### src/hw/rtl/rtv_pkg.sv
// Shared constants, reason codes and the azimuth wrap helper for the
// rotator target validator. No dependencies.
package rtv_pkg;

  localparam int ANGLE_BITS  = 21;
  localparam int TIME_BITS   = 32;
  localparam int ELEV_BITS   = 20;
  localparam int REASON_BITS = 3;
  localparam int CFG_IDX_BITS = 3;
  // working width for angles: holds sums up to three half turns past the limit
  localparam int NORM_BITS   = (ANGLE_BITS > 22) ? ANGLE_BITS + 2 : 24;

  typedef logic signed [NORM_BITS-1:0] angle_t;
  typedef logic [REASON_BITS-1:0]      reason_t;
  typedef logic [CFG_IDX_BITS-1:0]     cfg_idx_t;

  localparam reason_t RSN_OK        = 3'd0;
  localparam reason_t RSN_AZ_ABS    = 3'd1;
  localparam reason_t RSN_EL_ABS    = 3'd2;
  localparam reason_t RSN_WRAP      = 3'd3;
  localparam reason_t RSN_AZ_RANGE  = 3'd4;
  localparam reason_t RSN_EL_LOW    = 3'd5;
  localparam reason_t RSN_EL_HIGH   = 3'd6;

  localparam cfg_idx_t CFG_AZ_MIN   = 3'd0;
  localparam cfg_idx_t CFG_AZ_MAX   = 3'd1;
  localparam cfg_idx_t CFG_EL_MIN   = 3'd2;
  localparam cfg_idx_t CFG_EL_MAX   = 3'd3;
  localparam cfg_idx_t CFG_WRAP     = 3'd4;
  localparam cfg_idx_t CFG_WIN_START = 3'd5;
  localparam cfg_idx_t CFG_WIN_END  = 3'd6;

  localparam angle_t AZ_ABS_HI     = angle_t'(720000);
  localparam angle_t AZ_ABS_LO     = angle_t'(-720000);
  localparam angle_t EL_ABS_HI     = angle_t'(270000);
  localparam angle_t EL_ABS_LO     = angle_t'(-90000);
  localparam angle_t FULL_TURN     = angle_t'(360000);
  localparam angle_t NEG_FULL_TURN = angle_t'(-360000);
  localparam angle_t TWO_TURNS     = angle_t'(720000);
  localparam angle_t HALF_TURN     = angle_t'(180000);
  localparam angle_t NEG_HALF_TURN = angle_t'(-180000);

  localparam logic [ANGLE_BITS-1:0] AZ_MIN_RST = ANGLE_BITS'(0);
  localparam logic [ANGLE_BITS-1:0] AZ_MAX_RST = ANGLE_BITS'(360000);
  localparam logic [ELEV_BITS-1:0]  EL_MIN_RST = ELEV_BITS'(0);
  localparam logic [ELEV_BITS-1:0]  EL_MAX_RST = ELEV_BITS'(90000);

  // Reduce x into [0, 360000); valid for x in [-720000, 1080000).
  function automatic angle_t wrap_turn(input angle_t x);
    angle_t r;
    if (x >= TWO_TURNS) begin
      r = x - TWO_TURNS;
    end else if (x >= FULL_TURN) begin
      r = x - FULL_TURN;
    end else if (x >= angle_t'(0)) begin
      r = x;
    end else if (x >= NEG_FULL_TURN) begin
      r = x + FULL_TURN;
    end else begin
      r = x + TWO_TURNS;
    end
    return r;
  endfunction

endpackage

### src/hw/rtl/rotator_target_validator.sv
// Rotator target validator top level: input register, check logic, result
// register and search state. Depends on rtv_pkg.
//
// Usage:
//   Samples enter on the in_ channel (valid/ready); each gives exactly one
//   result on the out_ channel. Limits and the search window are written on
//   the cfg_ channel (index + data), which is always ready; write it only
//   while no request is in flight.
//   A request passes through two register stages (input register, result
//   register) before its result shows on out_.
//   Throughput: one request per cycle while out_ready is high; all checks
//   are adds and compares in one pass between the two registers.
//   Stall: when out_ready is low the result holds; the input register still
//   takes one more request, after which in_ready drops until the result
//   register drains.
//   Reset (rst_n low, synchronous): both stages empty, registers back to
//   their defaults (az 0..360 deg, el 0..90 deg, 0..360 mode, full window),
//   search state cleared. A request with last_sample set closes the search
//   and clears found/fail state after its result is formed.
module rotator_target_validator (
  input  logic                               clk,
  input  logic                               rst_n,
  input  logic                               in_valid,
  output logic                               in_ready,
  input  logic [rtv_pkg::TIME_BITS-1:0]      in_sample_time,
  input  logic signed [rtv_pkg::ANGLE_BITS-1:0] in_az_millideg,
  input  logic signed [rtv_pkg::ANGLE_BITS-1:0] in_el_millideg,
  input  logic                               in_last_sample,
  output logic                               out_valid,
  input  logic                               out_ready,
  output logic                               out_target_ok,
  output logic [rtv_pkg::REASON_BITS-1:0]    out_reason,
  output logic signed [rtv_pkg::ANGLE_BITS-1:0] out_az_normalized,
  output logic                               out_in_window,
  output logic                               out_first_hit,
  output logic                               out_search_done,
  output logic                               out_search_found,
  output logic [rtv_pkg::REASON_BITS-1:0]    out_final_reason,
  input  logic                               cfg_valid,
  output logic                               cfg_ready,
  input  logic [rtv_pkg::CFG_IDX_BITS-1:0]   cfg_index,
  input  logic [rtv_pkg::TIME_BITS-1:0]      cfg_data
);

  localparam int AB = rtv_pkg::ANGLE_BITS;
  localparam int EB = rtv_pkg::ELEV_BITS;
  localparam int NB = rtv_pkg::NORM_BITS;

  // configuration registers
  logic signed [AB-1:0]        az_min_r, az_max_r;
  logic signed [EB-1:0]        el_min_r, el_max_r;
  logic                        wrap_sel_r;
  logic [rtv_pkg::TIME_BITS-1:0] win_start_r, win_end_r;

  // input stage
  logic                        s1_valid_r;
  logic [rtv_pkg::TIME_BITS-1:0] s1_time_r;
  logic signed [AB-1:0]        s1_az_r, s1_el_r;
  logic                        s1_last_r;

  // result stage
  logic                        out_valid_r;
  logic                        ok_r, inwin_r, hit_r, done_r, found_out_r;
  rtv_pkg::reason_t            reason_r, final_reason_r;
  logic signed [AB-1:0]        az_norm_r;

  // search state
  logic                        found_flag_r, found_flag_nxt;
  rtv_pkg::reason_t            last_fail_r, last_fail_nxt;

  logic                        advance;
  logic                        in_accept;

  rtv_pkg::angle_t             az_x, el_x, az_min_x, az_max_x, el_min_x, el_max_x;
  rtv_pkg::angle_t             span, norm, az_rep;
  rtv_pkg::reason_t            reason_c;
  logic                        ok_c, inwin_c, hit_c;

  assign cfg_ready = 1'b1;
  assign advance   = s1_valid_r && (!out_valid_r || out_ready);
  assign in_ready  = !s1_valid_r || !out_valid_r || out_ready;
  assign in_accept = in_valid && in_ready;

  always_ff @(posedge clk) begin
    if (!rst_n) begin
      az_min_r    <= rtv_pkg::AZ_MIN_RST;
      az_max_r    <= rtv_pkg::AZ_MAX_RST;
      el_min_r    <= rtv_pkg::EL_MIN_RST;
      el_max_r    <= rtv_pkg::EL_MAX_RST;
      wrap_sel_r  <= 1'b0;
      win_start_r <= '0;
      win_end_r   <= '1;
    end else if (cfg_valid && cfg_ready) begin
      case (cfg_index)
        rtv_pkg::CFG_AZ_MIN:    az_min_r    <= cfg_data[AB-1:0];
        rtv_pkg::CFG_AZ_MAX:    az_max_r    <= cfg_data[AB-1:0];
        rtv_pkg::CFG_EL_MIN:    el_min_r    <= cfg_data[EB-1:0];
        rtv_pkg::CFG_EL_MAX:    el_max_r    <= cfg_data[EB-1:0];
        rtv_pkg::CFG_WRAP:      wrap_sel_r  <= cfg_data[0];
        rtv_pkg::CFG_WIN_START: win_start_r <= cfg_data;
        rtv_pkg::CFG_WIN_END:   win_end_r   <= cfg_data;
        default: ;
      endcase
    end
  end

  always_ff @(posedge clk) begin
    if (!rst_n) begin
      s1_valid_r <= 1'b0;
    end else if (in_ready) begin
      s1_valid_r <= in_valid;
    end
  end

  always_ff @(posedge clk) begin
    if (in_accept) begin
      s1_time_r <= in_sample_time;
      s1_az_r   <= in_az_millideg;
      s1_el_r   <= in_el_millideg;
      s1_last_r <= in_last_sample;
    end
  end

  // sign-extend everything to the working width
  always_comb begin
    az_x     = {{(NB-AB){s1_az_r[AB-1]}}, s1_az_r};
    el_x     = {{(NB-AB){s1_el_r[AB-1]}}, s1_el_r};
    az_min_x = {{(NB-AB){az_min_r[AB-1]}}, az_min_r};
    az_max_x = {{(NB-AB){az_max_r[AB-1]}}, az_max_r};
    el_min_x = {{(NB-EB){el_min_r[EB-1]}}, el_min_r};
    el_max_x = {{(NB-EB){el_max_r[EB-1]}}, el_max_r};
    span     = az_max_x - az_min_x;
  end

  always_comb begin
    az_rep = az_x;
    norm   = az_x;
    if (wrap_sel_r) begin
      norm = rtv_pkg::wrap_turn(az_x + rtv_pkg::HALF_TURN) - rtv_pkg::HALF_TURN;
    end else if (span <= rtv_pkg::FULL_TURN) begin
      norm = rtv_pkg::wrap_turn(az_x);
    end

    if (az_x < rtv_pkg::AZ_ABS_LO || az_x > rtv_pkg::AZ_ABS_HI) begin
      reason_c = rtv_pkg::RSN_AZ_ABS;
    end else if (el_x < rtv_pkg::EL_ABS_LO || el_x > rtv_pkg::EL_ABS_HI) begin
      reason_c = rtv_pkg::RSN_EL_ABS;
    end else if (wrap_sel_r &&
                 (az_min_x < rtv_pkg::NEG_HALF_TURN || az_max_x > rtv_pkg::HALF_TURN)) begin
      reason_c = rtv_pkg::RSN_WRAP;
    end else begin
      az_rep = norm;
      // min > max is a window that wraps round
      if ((az_min_x <= az_max_x) ? (norm < az_min_x || norm > az_max_x)
                                 : (norm < az_min_x && norm > az_max_x)) begin
        reason_c = rtv_pkg::RSN_AZ_RANGE;
      end else if (el_x < el_min_x) begin
        reason_c = rtv_pkg::RSN_EL_LOW;
      end else if (el_x > el_max_x) begin
        reason_c = rtv_pkg::RSN_EL_HIGH;
      end else begin
        reason_c = rtv_pkg::RSN_OK;
      end
    end
  end

  assign ok_c    = (reason_c == rtv_pkg::RSN_OK);
  assign inwin_c = (s1_time_r >= win_start_r) && (s1_time_r <= win_end_r);
  assign hit_c   = inwin_c && !found_flag_r && ok_c;

  always_comb begin
    found_flag_nxt = found_flag_r;
    last_fail_nxt  = last_fail_r;
    if (inwin_c && !found_flag_r) begin
      if (ok_c) begin
        found_flag_nxt = 1'b1;
      end else begin
        last_fail_nxt = reason_c;
      end
    end
  end

  always_ff @(posedge clk) begin
    if (!rst_n) begin
      found_flag_r <= 1'b0;
      last_fail_r  <= rtv_pkg::RSN_OK;
    end else if (advance) begin
      found_flag_r <= s1_last_r ? 1'b0 : found_flag_nxt;
      last_fail_r  <= s1_last_r ? rtv_pkg::RSN_OK : last_fail_nxt;
    end
  end

  always_ff @(posedge clk) begin
    if (!rst_n) begin
      out_valid_r <= 1'b0;
    end else if (!out_valid_r || out_ready) begin
      out_valid_r <= s1_valid_r;
    end
  end

  always_ff @(posedge clk) begin
    if (advance) begin
      ok_r           <= ok_c;
      reason_r       <= reason_c;
      az_norm_r      <= az_rep[AB-1:0];
      inwin_r        <= inwin_c;
      hit_r          <= hit_c;
      done_r         <= s1_last_r;
      found_out_r    <= s1_last_r && found_flag_nxt;
      final_reason_r <= (s1_last_r && !found_flag_nxt) ? last_fail_nxt : rtv_pkg::RSN_OK;
    end
  end

  assign out_valid         = out_valid_r;
  assign out_target_ok     = ok_r;
  assign out_reason        = reason_r;
  assign out_az_normalized = az_norm_r;
  assign out_in_window     = inwin_r;
  assign out_first_hit     = hit_r;
  assign out_search_done   = done_r;
  assign out_search_found  = found_out_r;
  assign out_final_reason  = final_reason_r;

  a_hit_is_valid: assert property (@(posedge clk) disable iff (!rst_n)
    out_valid_r && hit_r |-> ok_r && inwin_r)
    else $error("first hit on a failing or out-of-window sample");

  a_found_only_on_last: assert property (@(posedge clk) disable iff (!rst_n)
    out_valid_r && (found_out_r || final_reason_r != rtv_pkg::RSN_OK) |-> done_r)
    else $error("search outcome reported before the last sample");

  a_found_excludes_reason: assert property (@(posedge clk) disable iff (!rst_n)
    out_valid_r && found_out_r |-> final_reason_r == rtv_pkg::RSN_OK)
    else $error("final reason set on a successful search");

  a_state_cleared: assert property (@(posedge clk) disable iff (!rst_n)
    advance && s1_last_r |=> !found_flag_r && last_fail_r == rtv_pkg::RSN_OK)
    else $error("search state not cleared after last sample");

  a_hit_needs_empty_search: assert property (@(posedge clk) disable iff (!rst_n)
    advance && found_flag_r |=> !hit_r)
    else $error("second hit in one search");

endmodule
### config.mk
export PLATFORM = sky130hd
export DESIGN_NAME = rotator_target_validator
export DESIGN_NICKNAME = d
export VERILOG_FILES = /design/src/hw/rtl/rtv_pkg.sv /design/src/hw/rtl/rotator_target_validator.sv
export SDC_FILE = /design/constraint.sdc
export NUM_CORES = 1
export LEC_CHECK = 0
export BUFFER_PORTS_ARGS = -buffer_cell sky130_fd_sc_hd__buf_2
export CORE_ASPECT_RATIO = 0.8
export CORE_MARGIN = 4
export CORE_UTILIZATION = 60
export DETAILED_ROUTE_END_ITERATION = 6
export GPL_TIMING_DRIVEN = 0
export PLACE_DENSITY = 0.91
export SLEW_MARGIN = 20
export SYNTH_ARGS = -nofsm -noshare
export SYNTH_HDL_FRONTEND = slang
export SYNTH_SLANG_ARGS = --single-unit
### constraint.sdc
create_clock -name clk -period 8.58 [get_ports clk]
set_clock_uncertainty 0.05 [all_clocks]
set_input_delay 1.716 -clock clk [delete_from_list [all_inputs] [get_ports clk]]
set_output_delay 1.716 -clock clk [all_outputs]
set_load 0.02 [all_outputs]
### Word-level counts from Yosys, hierarchy flattened

Index checks and enable logic that the tools add are counted.

| storage, ports and cells | value |
|---|---|
| output and inout bits | 35 |
| word-level logic and storage cells | 118 |
| register bits | 260 |

| operators by class | value |
|---|---|
| reductions and logical operators | 29 |
| $lt $le $gt $ge | 22 |
| muxes and demuxes | 27 |
| equality and inequality tests | 6 |
| $add $sub $neg | 11 |

Operators by type and width:

| cell | count |
|---|---|
| $mux W24 | 11 |
| $mux W21 | 3 |
| $ge A22 B20 Y1 const B | 2 |
| $ge A21 B20 Y1 const B | 2 |
| $ge A32 B32 Y1 | 1 |
| $le A32 B32 Y1 | 1 |
| $mux W3 | 9 |
| $gt A24 B21 Y1 | 1 |
| $lt A24 B21 Y1 | 1 |
| $sub A24 B19 Y24 const B | 1 |
| $add A22 B20 Y23 const B | 1 |
| $add A22 B21 Y23 const B | 1 |
| $sub A22 B20 Y23 const B | 1 |
| $sub A22 B21 Y23 const B | 1 |
| $add A21 B19 Y22 const B | 1 |
| $add A21 B20 Y22 const B | 1 |
| $add A21 B21 Y22 const B | 1 |
| $ge A22 B1 Y1 const B | 1 |
| $ge A22 B21 Y1 const B | 1 |
| $le A22 B20 Y1 const B | 1 |
| $sub A21 B20 Y22 const B | 1 |
| $sub A21 B21 Y22 | 1 |
| $sub A21 B21 Y22 const B | 1 |
| $ge A21 B1 Y1 const B | 1 |
| 19 further kinds | 49 |

### Depth between registers and ports, before layout

| logic depth | value |
|---|---|
| depth after elaboration | 21 |
| mapped depth | 36 |
| gate-level depth less buffers | 35 |

### Least setup slack after synthesis

No wires, ideal clock.

| timing path | value |
|---|---|
| kind | register to register |
| start point | reg s1_az_r[8] |
| end point | reg found_out_r, in the netlist out_search_found (data pin) |
| data arrival time | 7365 ps |
| path slack | 910 ps |
| library setup time | 254 ps |
| period minus slack after synthesis | 7670 ps |
| data required time | 8276 ps |
| cell stages (with the launch flop) | 35 |
| buffers on the path | 3 |
| cell sequence | edfxtp_1 > buf_2 > buf_1 > inv_1 > ha_1 > buf_2 > a211oi_1 > a21oi_1 > o211a_1 > or4_4 > o31a_1 > nand2_1 > o21ai_0 > xnor2_1 > inv_1 > ha_1 > inv_1 > a31o_2 > nand4b_2 > o31a_2 > xnor2_1 > o21ai_0 > ha_1 > a21o_1 > a21o_1 > a21o_1 > a21o_1 > a21o_1 > a2111oi_0 > o311ai_0 > a21oi_1 > o21ai_0 > and4_1 > and3_1 > o21a_1 |

| on the way | value |
|---|---|
| cells in the longest elaborated chain, start to end | 20 |
| elaborated cells on any way between the ends | 45 |
| classes of those cells | add/sub: 10; order compare: 12; mux: 18; reduce/logical: 5 |

RTL lines:

| element | line | source |
|---|---|---|
| from (decl) | rotator_target_validator.sv:58 | `logic signed [AB-1:0] s1_az_r, s1_el_r;` |
| from (signal assigned) | rotator_target_validator.sv:118 | `s1_az_r <= in_az_millideg;` |
| $add A21 B19 Y22 | rotator_target_validator.sv:139 | `norm = rtv_pkg::wrap_turn(az_x + rtv_pkg::HALF_TURN) - rtv_pkg::HALF_TURN;` |
| $add A22 B21 Y23 (tied with other cells) | rtv_pkg.sv:60 | `r = x + TWO_TURNS;` |
| $mux W24 | rtv_pkg.sv:57 | `end else if (x >= NEG_FULL_TURN) begin` |
| $mux W24 | rtv_pkg.sv:55 | `end else if (x >= angle_t'(0)) begin` |
| $mux W24 | rtv_pkg.sv:53 | `end else if (x >= FULL_TURN) begin` |
| $mux W24 | rtv_pkg.sv:51 | `if (x >= TWO_TURNS) begin` |
| $mux W24 | rotator_target_validator.sv:138 | `if (wrap_sel_r) begin` |
| $sub A24 B19 Y24 | rotator_target_validator.sv:139 |  |
| (+5 left out) | -- |  |
| $mux W3 | rotator_target_validator.sv:148 | `end else if (wrap_sel_r &&` |
| $mux W3 | rotator_target_validator.sv:146 | `end else if (el_x < rtv_pkg::EL_ABS_LO \|\| el_x > rtv_pkg::EL_ABS_HI) begin` |
| $mux W3 * | rotator_target_validator.sv:144 | `if (az_x < rtv_pkg::AZ_ABS_LO \|\| az_x > rtv_pkg::AZ_ABS_HI) begin` |
| $logic_not A3 Y1 * | rotator_target_validator.sv:167 | `assign ok_c = (reason_c == rtv_pkg::RSN_OK);` |
| net ok_c | rotator_target_validator.sv:77 | `logic ok_c, inwin_c, hit_c;` |
| $mux W1 * | rotator_target_validator.sv:175 | `if (ok_c) begin` |
| $mux W1 * | rotator_target_validator.sv:174 | `if (inwin_c && !found_flag_r) begin` |
| $logic_and A1 B1 Y1 * | rotator_target_validator.sv:209 | `found_out_r <= s1_last_r && found_flag_nxt;` |
| to (signal assigned) | rotator_target_validator.sv:209 |  |
| to (decl) | rotator_target_validator.sv:63 | `logic ok_r, inwin_r, hit_r, done_r, found_out_r;` |

Mark *: on every way through the listed nets, which the timed path passes. The rest lies on a longest branch. The select of a mux whose other input is x is not followed.
A chain may end at the register's enable or synchronous reset.

### Worst setup path after layout

| timing path | value |
|---|---|
| start point | reg s1_az_r[8] |
| end point | reg final_reason_r[1], in the netlist out_final_reason[1] (data pin) |

| on the way | value |
|---|---|
| cells in the longest elaborated chain, start to end | 21 |
| elaborated cells on any way between the ends | 48 |
| classes of those cells | add/sub: 10; order compare: 12; mux: 20; reduce/logical: 6 |

RTL lines:

| element | line | source |
|---|---|---|
| $add A21 B19 Y22 | rotator_target_validator.sv:139 |  |
| $add A22 B21 Y23 (tied with other cells) | rtv_pkg.sv:60 |  |
| $mux W24 | rtv_pkg.sv:57 |  |
| $mux W24 | rtv_pkg.sv:55 |  |
| $mux W24 | rtv_pkg.sv:53 |  |
| $mux W24 | rtv_pkg.sv:51 |  |
| $mux W24 | rotator_target_validator.sv:138 |  |
| $sub A24 B19 Y24 | rotator_target_validator.sv:139 |  |
| (+6 left out) | -- |  |
| $mux W3 | rotator_target_validator.sv:146 |  |
| $mux W3 * | rotator_target_validator.sv:144 |  |
| net reason_c[1] | rotator_target_validator.sv:76 | `rtv_pkg::reason_t reason_c;` |
| $logic_not A3 Y1 | rotator_target_validator.sv:167 |  |
| $mux W1 | rotator_target_validator.sv:175 |  |
| $mux W1 | rotator_target_validator.sv:174 |  |
| $logic_not A1 Y1 | rotator_target_validator.sv:210 | `final_reason_r <= (s1_last_r && !found_flag_nxt) ? last_fail_nxt : rtv_pkg::RSN_OK;` |
| $logic_and A1 B1 Y1 | rotator_target_validator.sv:210 |  |
| to (signal assigned) | rotator_target_validator.sv:210 |  |
| to (decl) | rotator_target_validator.sv:64 | `rtv_pkg::reason_t reason_r, final_reason_r;` |

Marked as above.

==> summary.txt <==
Placement
  • Pre-CTS setup slack: -0.986 ns
  • Final HPWL DP: around 47 mm
  • Port bufs: roughly 150
  • Final GP Congestion: 1.00
  • Placed Cells: between 2000 and 3000

Critical path
  • Crit path to: out_final_reason[1]
  • Worst Setup Start Kind: flip-flop
  • R2R depth: 33
  • Critical path's largest stage delay: approximately 0.65 ns
  • WS Path Type: reg2reg
  • FF-to-FF Start: s1_az_r[8]
  • Flop2flop setup slack: 0.20 ns
  • Crit-path max FO: 10
  • Worst flop-to-flop path endpoint: out_final_reason[1]
  • Critical Path AT: 8.78 ns
  • Max stage delay cell, worst path: or4b_4
  • Setup crit end kind: flip-flop
  • CP Launch Point: s1_az_r[8]
  • Data required, critical path: 8.98 ns

Global routing
  • Routing usage on met1: 53.7%
  • Overall global routing resource usage: between 30% and 40%
  • Initial antenna violation count: 3
  • GR Layer Usage met3: about a tenth
  • Overflow after GRT: 0
  • Vias in the first global route: 16800
  • Met2 Use GR: 51.4%
  • Gr busiest metal: met1
  • First-pass GRT wire length: roughly 95 mm
  • Largest net degree at the start of global routing: 55

Clock network
  • Clk_lat worst skew: about 0.58 ns
  • Clock root cell: clkbuf_16
  • H-Tree Depth: 1
  • Longest Clk Path Bufs: 3
  • Cts hold-fix bufs: 0
  • CTS sink count: 260
  • TritonCTS clock tree: built
  • Num CTS Buffers: 27
  • Clk slew on worst S/H paths: 0.07 ns

Drt
  • Detailed-route DRC error count: 11
  • TritonRoute pass-1 iters: 7
  • DRT Wirelength: roughly 62 mm
  • WL per Instance: between 20 and 25 µm
  • Antenna viol nets, final: 0
  • Initial detailed-routing violation count: around 2400
  • Via count: 17900
  • Vias per cell: 6.52

Timing
  • Setup WS post-layout: approximately 0.2 ns
  • Fin crit share: 97.7%
  • Final Max Slew Viols: 0
  • Final setup fails: 0
  • Pin slew with the least headroom to its limit: about 1.1 ns
  • Period minus WS final: roughly 8.4 ns
  • Fin. Hold Viols: 0
  • Relative slew margins: about a quarter
  • F_max: 0.119 GHz

Power and ir drop
  • PD cells: between 150 and 200 nW/µm²
  • P_leak: just over 8 nW
  • Peak VDD IR: 0.202 mV

Synth
  • Synth area leaders: edfxtp_1, dfxtp_1, ha_1, nand2_1, a21oi_1
  • Number of synthesized flops with an enable pin: between 100 and 150
  • Share of the synthesized area in the top cell type: 17.8%
  • Synthesized area: 18000 µm²
  • Primary FF master, synth: dfxtp_1
  • Post-synth top area cell: edfxtp_1
  • Register area share after synthesis: about a third
  • Synthesized net count: ~2400
  • Yosys reg bits: between 200 and 300
  • Synth cell types: 97
  • Cell count after synthesis: between 2000 and 2500
  • Yosys warning total: 0
  • Syn Area/Cell: 8.49 µm²
  • Fraction of registers with async set/reset: 0%

Die
  • Core area: between 20000 and 30000 µm²
  • Starting Density: between 60% and 70%
  • Die width: roughly 200 µm
  • Row count: 56
  • Die height: 163 µm
  • Die ar.: around 33000 µm²
  • IO Pins: 150

Layout
  • Share of cells above drive strength 1: between 10% and 20%
  • Final #Nets: around 2600
  • Non-Filler Instances: ~2700
  • Area Growth Syn to Fin: 14.3%

Hold path
  • Hold crit path type: reg2reg

Outcome
  • Failing checks: DRC
  • Outcome: finished, violations left

Run
  • Max Cap Viol: 0
==> repair_timing <==
item                                   4_1_cts  5_1_grt
setup endpoints to repair                   13       13
setup buffers                                3        8
pin swaps                                    1       10
endpoints found under the hold margin        0        0
gates resized for setup                     19       43
==> state kept, by name, summed over array words and instances (netlist names), 3 cells and up <==
| signal | cells |
|---|---|
| az_max_r | 21 |
| az_min_r | 21 |
| el_max_r | 20 |
| el_min_r | 20 |
| last_fail_r | 3 |
| out_az_normalized | 21 |
| out_final_reason | 3 |
| out_reason | 3 |
| s1_az_r | 21 |
| s1_el_r | 21 |
| s1_time_r | 32 |
| win_end_r | 32 |
| win_start_r | 32 |
==> worst min path at each step <==
stage          cells after the start             from         endpoint
2_1_floorplan                      2   last_fail_r[1]   last_fail_r[1]
3_3_place_gp                       2   last_fail_r[1]   last_fail_r[1]
3_5_place_dp                       2  win_start_r[24]  win_start_r[24]
4_1_cts                            2  win_start_r[24]  win_start_r[24]
5_1_grt                            2  win_start_r[24]  win_start_r[24]
6_report                           2  win_start_r[24]  win_start_r[24]
==> metrics by stage <==
step | power, mW | hold WS, ns | setup TNS [ns] | cell area (µm²) | util, %
floorplan | 2.00 | 0.379 | 0 | 18000 | -
global placement | 2.27 | 0.389 | -10.43 | 19300 | 65.4
detailed placement | 2.29 | 0.396 | -9.60 | 19300 | 65.6
CTS | 3.48 | 0.404 | 0 | 20300 | 68.9
global route | 3.69 | 0.423 | -0.0443 | 20600 | 69.9
finish | 3.56 | 0.405 | 0 | 20600 | 69.9
==> power breakdown <==
part	switching [mW]	internal, mW	total, mW
Combinational	0.633	0.361	0.995
Clock	0.527	0.662	1.19
Sequential	0.0357	1.34	1.38
Total	1.20	2.37	3.56
==> area by class of cell <==
cell class	count	area (µm²)
clock inverters	14	126
plain buffers	104	464
clock buffers	36	761
multi-input cells	1583	10900
inverters	180	679
flip-flops and latches	260	6280
well taps	406	508
diodes	2	5.00
fillers	2265	8870
repair buffers	161	861
==> cell families after synthesis <==
logic type | after synthesis | share of synthesized area (%)
multiplexers | 27 | 1.53
AND/OR/NAND/NOR | 682 | 17.8
adder cells (fa/ha/maj) | 192 | 13.3
buffers and inverters | 284 | 6.23
AO/OA/AOI/OAI | 627 | 23.6
XOR/XNOR | 54 | 2.66
flip-flops | 260 | 34.8
other | 1 | 0.0208
==> synthesized netlist by cell type (10+ instances only) <==
cell      instances
xnor2_1          39
nor3_1           32
a21boi_0         28
nand2b_1         31
nand3_1          37
nand4_1          37
a21oi_1         167
a211oi_1         22
dfxtp_1         153
inv_1           176
o22ai_1          12
or3_1            12
clkbuf_1         81
a31oi_1          20
a21o_1           59
and4_1           10
nand2_1         335
ha_1            192
nor4_1           13
o21ai_0          82
mux2i_1          22
nor2_1           97
a221oi_1         11
edfxtp_1        107
o21a_1           36
nor2b_1          22
xor2_1           14
o211ai_1         73
==> worst max-delay path: cells and delay by family (launching register included) <==
family	cells	cell delay, ns
buffers and inverters	6	0.92
adders and majority gates	3	0.74
DFF	1	0.40
and+or+nand+nor	9	2.31
xor gates and xnor gates	2	0.59
AOI/OAI and AO/OA	12	3.03
muxes	1	0.19
==> cells in the final DEF (no fill, tap or decap), types with 9 or more instances in the layout <==
cell type,Yosys,layout
inv_1,176,175
a211o_1,9,9
nor4_1,13,11
and4_1,10,9
clkbuf_1,81,84
a21oi_1,167,164
nor2_1,97,97
nand2b_1,31,31
xnor2_1,39,36
nand4_1,37,37
xor2_1,14,13
clkbuf_16,0,28
nor3_1,32,30
a211oi_1,22,19
a221oi_1,11,11
and3_1,9,9
o211ai_1,73,73
mux2i_1,22,21
buf_4,5,17
ha_1,192,192
o21ai_0,82,80
nand2_1,335,333
nand3_1,37,37
a21o_1,59,58
o21ai_1,8,9
a21boi_0,28,28
nor2b_1,22,22
a31oi_1,20,20
buf_2,8,154
or3_1,12,12
o22ai_1,12,11
edfxtp_1,107,107
o21a_1,36,36
dfxtp_1,153,153
==> metal layers <==
metal / part of all wire, % / vias to the layer above
met5: 0 / -
met4: 3.1 / 0
met3: 14 / 160
met2: 40 / 1158
met1: 42 / 8517
li1: - / 8065
No activity file was read; power rests on OpenSTA's default activity.
